File: src/hdl/sme_pkg.sv
package sme_pkg;

    localparam int STACK_WORDS   = 128;
    localparam int PROGRAM_WORDS = 1024;
    localparam int WORD_W        = 64;
    localparam int HALF_W        = WORD_W / 2;
    localparam int SP_W          = $clog2(STACK_WORDS);
    localparam int DEPTH_W       = 8;
    localparam int PC_W          = 11;
    localparam int LEN_W         = 11;
    localparam int OP_W          = 4;
    localparam int TRAP_W        = 3;
    localparam int CNT_W         = $clog2(WORD_W);
    localparam int MUL_LAST      = 3;
    localparam int DIV_LAST      = WORD_W - 1;
    localparam int OUT_W         = TRAP_W + 1 + PC_W + DEPTH_W + WORD_W;
    localparam int OUT_TDATA_W   = ((OUT_W + 7) / 8) * 8;

    typedef enum logic [OP_W-1:0] {
        OP_NOP   = 4'd0,
        OP_PUSH  = 4'd1,
        OP_DUP   = 4'd2,
        OP_PLUS  = 4'd3,
        OP_MINUS = 4'd4,
        OP_MULT  = 4'd5,
        OP_DIV   = 4'd6,
        OP_JMP   = 4'd7,
        OP_HALT  = 4'd8,
        OP_JMPIF = 4'd9,
        OP_EQ    = 4'd10
    } t_op;

    typedef enum logic [TRAP_W-1:0] {
        TRAP_OK      = 3'd0,
        TRAP_OVER    = 3'd1,
        TRAP_UNDER   = 3'd2,
        TRAP_OPCODE  = 3'd3,
        TRAP_DIVZERO = 3'd4,
        TRAP_JUMP    = 3'd5,
        TRAP_OPERAND = 3'd6
    } t_trap;

    typedef enum logic [2:0] {
        S_IDLE,
        S_READ,
        S_MUL,
        S_DIV_INIT,
        S_DIV,
        S_COMMIT
    } t_state;

    typedef struct packed {
        logic load;
        logic rd_en;
        logic mul_step;
        logic div_init;
        logic div_step;
        logic commit;
    } t_cmd;

    typedef struct packed {
        t_op  op;
        logic trap_any;
        logic mul_last;
        logic div_last;
    } t_stat;

endpackage

File: src/hdl/sme_ctrl.sv
module sme_ctrl (
    input  logic          i_clk,
    input  logic          i_rst_n,
    input  logic          i_in_valid,
    output logic          o_in_ready,
    output logic          o_out_valid,
    input  logic          i_out_ready,
    input  sme_pkg::t_stat i_stat,
    output sme_pkg::t_cmd  o_cmd
);
    import sme_pkg::*;

    t_state r_state, n_state;
    logic   r_out_valid, n_out_valid;
    logic   out_free;

    assign out_free    = !r_out_valid || i_out_ready;
    assign o_out_valid = r_out_valid;

    always_ff @(posedge i_clk) begin
        if (!i_rst_n) begin
            r_state     <= S_IDLE;
            r_out_valid <= 1'b0;
        end else begin
            r_state     <= n_state;
            r_out_valid <= n_out_valid;
        end
    end

    always_comb begin
        n_state    = r_state;
        o_cmd      = '0;
        o_in_ready = 1'b0;
        case (r_state)
            S_IDLE: begin
                o_in_ready = 1'b1;
                if (i_in_valid) begin
                    o_cmd.load = 1'b1;
                    n_state    = S_READ;
                end
            end
            S_READ: begin
                o_cmd.rd_en = 1'b1;
                if (i_stat.trap_any) n_state = S_COMMIT;
                else if (i_stat.op == OP_MULT) n_state = S_MUL;
                else if (i_stat.op == OP_DIV) n_state = S_DIV_INIT;
                else n_state = S_COMMIT;
            end
            S_MUL: begin
                o_cmd.mul_step = 1'b1;
                if (i_stat.mul_last) n_state = S_COMMIT;
            end
            S_DIV_INIT: begin
                o_cmd.div_init = 1'b1;
                n_state        = S_DIV;
            end
            S_DIV: begin
                o_cmd.div_step = 1'b1;
                if (i_stat.div_last) n_state = S_COMMIT;
            end
            S_COMMIT: begin
                // The next item is taken in the same cycle the result retires.
                if (out_free) begin
                    o_cmd.commit = 1'b1;
                    o_in_ready   = 1'b1;
                    if (i_in_valid) begin
                        o_cmd.load = 1'b1;
                        n_state    = S_READ;
                    end else begin
                        n_state = S_IDLE;
                    end
                end
            end
            default: n_state = S_IDLE;
        endcase
    end

    always_comb begin
        if (o_cmd.commit) n_out_valid = 1'b1;
        else if (i_out_ready) n_out_valid = 1'b0;
        else n_out_valid = r_out_valid;
    end

    a_commit_free: assert property (@(posedge i_clk) disable iff (!i_rst_n)
        o_cmd.commit |-> (!r_out_valid || i_out_ready))
        else $error("commit while result register is occupied");

    a_load_read: assert property (@(posedge i_clk) disable iff (!i_rst_n)
        o_cmd.load |=> (r_state == S_READ))
        else $error("accepted beat did not start a stack read");

    a_div_stay: assert property (@(posedge i_clk) disable iff (!i_rst_n)
        (r_state == S_DIV && !i_stat.div_last) |=> (r_state == S_DIV))
        else $error("divider left before its last step");

    a_ready_state: assert property (@(posedge i_clk) disable iff (!i_rst_n)
        o_in_ready |-> (r_state == S_IDLE || r_state == S_COMMIT))
        else $error("ready raised while an item is in flight");

endmodule

File: config.mk
export PLATFORM = sky130hd
export DESIGN_NAME = sme_ctrl
export DESIGN_NICKNAME = d
export VERILOG_FILES = /design/src/hdl/sme_pkg.sv /design/src/hdl/sme_ctrl.sv
export SDC_FILE = /design/constraint.sdc
export NUM_CORES = 1
export LEC_CHECK = 0
export ABC_AREA = 1
export BUFFER_PORTS_ARGS = -buffer_cell sky130_fd_sc_hd__buf_2
export CAP_MARGIN = 20
export CORE_AREA = 4 4 41 43
export CTS_CLUSTER_DIAMETER = 200
export CTS_CLUSTER_SIZE = 25
export DETAILED_ROUTE_END_ITERATION = 8
export DIE_AREA = 0 0 45 47
export PLACE_DENSITY = 0.55
export SYNTH_ARGS = -nofsm -noshare
export SYNTH_HDL_FRONTEND = slang
export SYNTH_SLANG_ARGS = --single-unit
File: constraint.sdc
create_clock -name i_clk -period 1.5 [get_ports i_clk]
set_input_delay 0.3 -clock i_clk [delete_from_list [all_inputs] [get_ports i_clk]]
set_output_delay 0.3 -clock i_clk [all_outputs]
set_load 0.02 [all_outputs]
==> flow_metrics.env <==
export IMPL_rsz0062_at_grt="yes"
export IMPL_cts_htree_levels=1
export IMPL_drtPass1Iterations=4
export IMPL_root_buffer="clkbuf_4"
export IMPL_setup_ws_ns=0.0305
export IMPL_path_class="reg2out"
export IMPL_dieHeight_um=47
export IMPL_cts_tree="yes"
export IMPL_syn_nets=74
export IMPL_cts_buffers=3
export IMPL_fin_crit_sh=0.980
export IMPL_cp_required_ns=1.20
export IMPL_antenna_found_initial=0
export IMPL_tightestPinTransition_ns=0.238
export IMPL_portBuffers=18
export IMPL_nets=96
export IMPL_synthCells=63
export IMPL_ys_warn_count=0
export IMPL_hold_path_end="r_state[2]"
export IMPL_final_max_slew_viol_count=0
export IMPL_worstHoldStart="i_rst_n"
export IMPL_synth_seq_cells=4
export IMPL_fmax_mhz=681
export IMPL_tns_ns=0
export IMPL_hp_class="in2reg"
export IMPL_cp_startpoint="r_state[1]"
export IMPL_cts_setup_buffers=0
export IMPL_hold_path_cell_count=3
export IMPL_clk_pin_slew_worst_paths_ns=0.04
export IMPL_irDropWorstVdd_uv=600
export IMPL_reg2regPathDepth=6
export IMPL_pwr_share_comb=0.564
export IMPL_yosysTopAreaCellShare=0.220
export IMPL_crit_arrival_ns=1.17
export IMPL_drtIter0Drc=2
export IMPL_setup_viol=0
export IMPL_p_seq_frac=0.260
export IMPL_critPathLaunchType="flip-flop"
export IMPL_synth_top_family_by_area="simple AND/OR/NAND/NOR gates"
export IMPL_routedWlPerCell_um=8.73
export IMPL_slew_headroom=0.841
export IMPL_track_usage=0.0917
export IMPL_synth_area_leaders="dfxtp_1, nand2_1, inv_1, nor2_1, a21oi_1"
export IMPL_num_rows=13
export IMPL_grt_first_pass_wirelength_um=1410
export IMPL_globalplace_congestion=0.738
export IMPL_synthAdderAreaFrac=0
export IMPL_layout_commonest_cell="buf_2"
export IMPL_route_detailed_drc=0
export IMPL_finalClockSkew_ns=0.00126
export IMPL_ant_nets=0
export IMPL_outcome="finished, final reports clean"
export IMPL_n_fill_cell=150
export IMPL_regToRegEndpoint="r_state[2]"
export IMPL_clk_latency_ns=0.23
export IMPL_avgViaCountPerCell=4.31
export IMPL_r2r_start="r_state[2]"
export IMPL_start_util=0.280
export IMPL_swShare=0.470
export IMPL_power_leakage_uw=0.000298
export IMPL_cts_buffer_depth=2
export IMPL_vias=422
export IMPL_finalHoldViolCount=0
export IMPL_r2r_setup_slack_ns=0.37
export IMPL_clock_sinks=4
export IMPL_pre_cts_ws_ns=0.0838
export IMPL_hold_slack_ns=0.342
export IMPL_layout_common_cells="buf_2, nand2_1, inv_1"
export IMPL_syn2layout_area_growth_pct=45.0
export IMPL_synth_compound_area_share=0.134
export IMPL_critPathMaxFanout=7
export IMPL_yosys_area_top_type="dfxtp_1"
export IMPL_routed_wl_um=856
export IMPL_overflow=0
export IMPL_core_um2=1300
export IMPL_io_pins=19
export IMPL_synth_area_per_cell_um2=5.78
export IMPL_drive_above_1_share=0.494
export IMPL_dieArea_um2=2120
export IMPL_ys_seq_area_frac=0.220
export IMPL_synth_area_mux_share=0
export IMPL_period_needed_ns=1.47
export IMPL_power_density_nw_per_um2=1410
export IMPL_synth_xor_area_frac=0
export IMPL_yosysUniqueCellTypes=19
export IMPL_critPathCaptureType="primary output"
export IMPL_pwr_share_clk=0.176
export IMPL_switchingPower_uw=351
export IMPL_dp_hpwl_um=709
export IMPL_die_w_um=45
export IMPL_grt_max_degree=9
export IMPL_cap_violations=0
export IMPL_utilization=0.406
export IMPL_p_int_uw=395
export IMPL_synth_simple_gate_area_frac=0.440
export IMPL_grt_pass1_vias=377
export IMPL_diodes=0
export IMPL_synth_area_um2=364
-- critical path, cell delays in order, from the launching register on --
cell	delay, ns
dfxtp_4	0.37
inv_4	0.08
nand3_4	0.07
nor2_4	0.11
inv_2	0.04
a21oi_2	0.13
buf_6	0.13
-- worst max path at each step --
stage	endpoint	slack, ns	depth (start not counted)
2_1_floorplan	o_cmd[5]	0.12	5
3_3_place_gp	o_cmd[5]	0.1	5
3_5_place_dp	o_cmd[5]	0.08	5
4_1_cts	o_cmd[5]	0.02	6
5_1_grt	o_cmd[5]	-0.03	6
6_report	o_cmd[5]	0.03	6
-- registers in the layout (all words and copies together) (netlist names) --
register / count
o_out_valid: 1
r_state: 3
-- Yosys cell counts (all sizes together) --
| cell | count |
|---|---|
| buf | 2 |
| inv | 15 |
| nand2 | 17 |
| dfxtp | 4 |
| nor2 | 9 |
| o21ai | 2 |
| a21oi | 5 |
| nand3 | 4 |
| nor3 | 3 |
| nand3b | 1 |
| o22ai | 1 |
-- final cells by class --
type,count,area (um^2),share of cell area
timing repair buffer,19,104,0.197
clock buffer,3,22.5,0.0427
inverter,15,58.8,0.111
tap,15,18.8,0.0355
sequential,4,88.8,0.168
multi-input combinational,42,235,0.445
-- cell families after synthesis --
logic type             Yosys count
AOI/OAI and AO/OA                8
and+or+nand+nor                 34
buffers and inverters           17
DFF                              4
-- per-layer routing --
metal,up-vias,wire [um],global-route usage
li1,229,-,-
met1,176,360,0.107
met2,17,428,0.153
met3,0,67,0.0460
met4,0,0,0.0175
met5,-,0,0
-- what timing repair did --
action | 4_1_cts | 5_1_grt
cloned | 0 | 0
hold buffers | 0 | 0
endpoints found under the hold margin | 0 | 0
pin swaps | 0 | 2
resized for setup | 8 | 7
setup endpoints to repair | 3 | 3
-- power by group through the flow --
stage	Clock [uW]	Combinational (uW)	Sequential, uW
detailed placement	0	394	178
global placement	0	393	178
CTS	138	410	183
floorplan	0	329	158
finish	132	420	194
global route	147	482	198
-- through the flow --
stage          cell area [um^2]  total power [uW]  cells
2_1_floorplan               364               487     63
3_3_place_gp                462               571     95
3_5_place_dp                462               572     95
4_1_cts                     502               732     98
5_1_grt                     528               826     98
6_report                    528               746     98
Power figures use the tool's default switching activity.
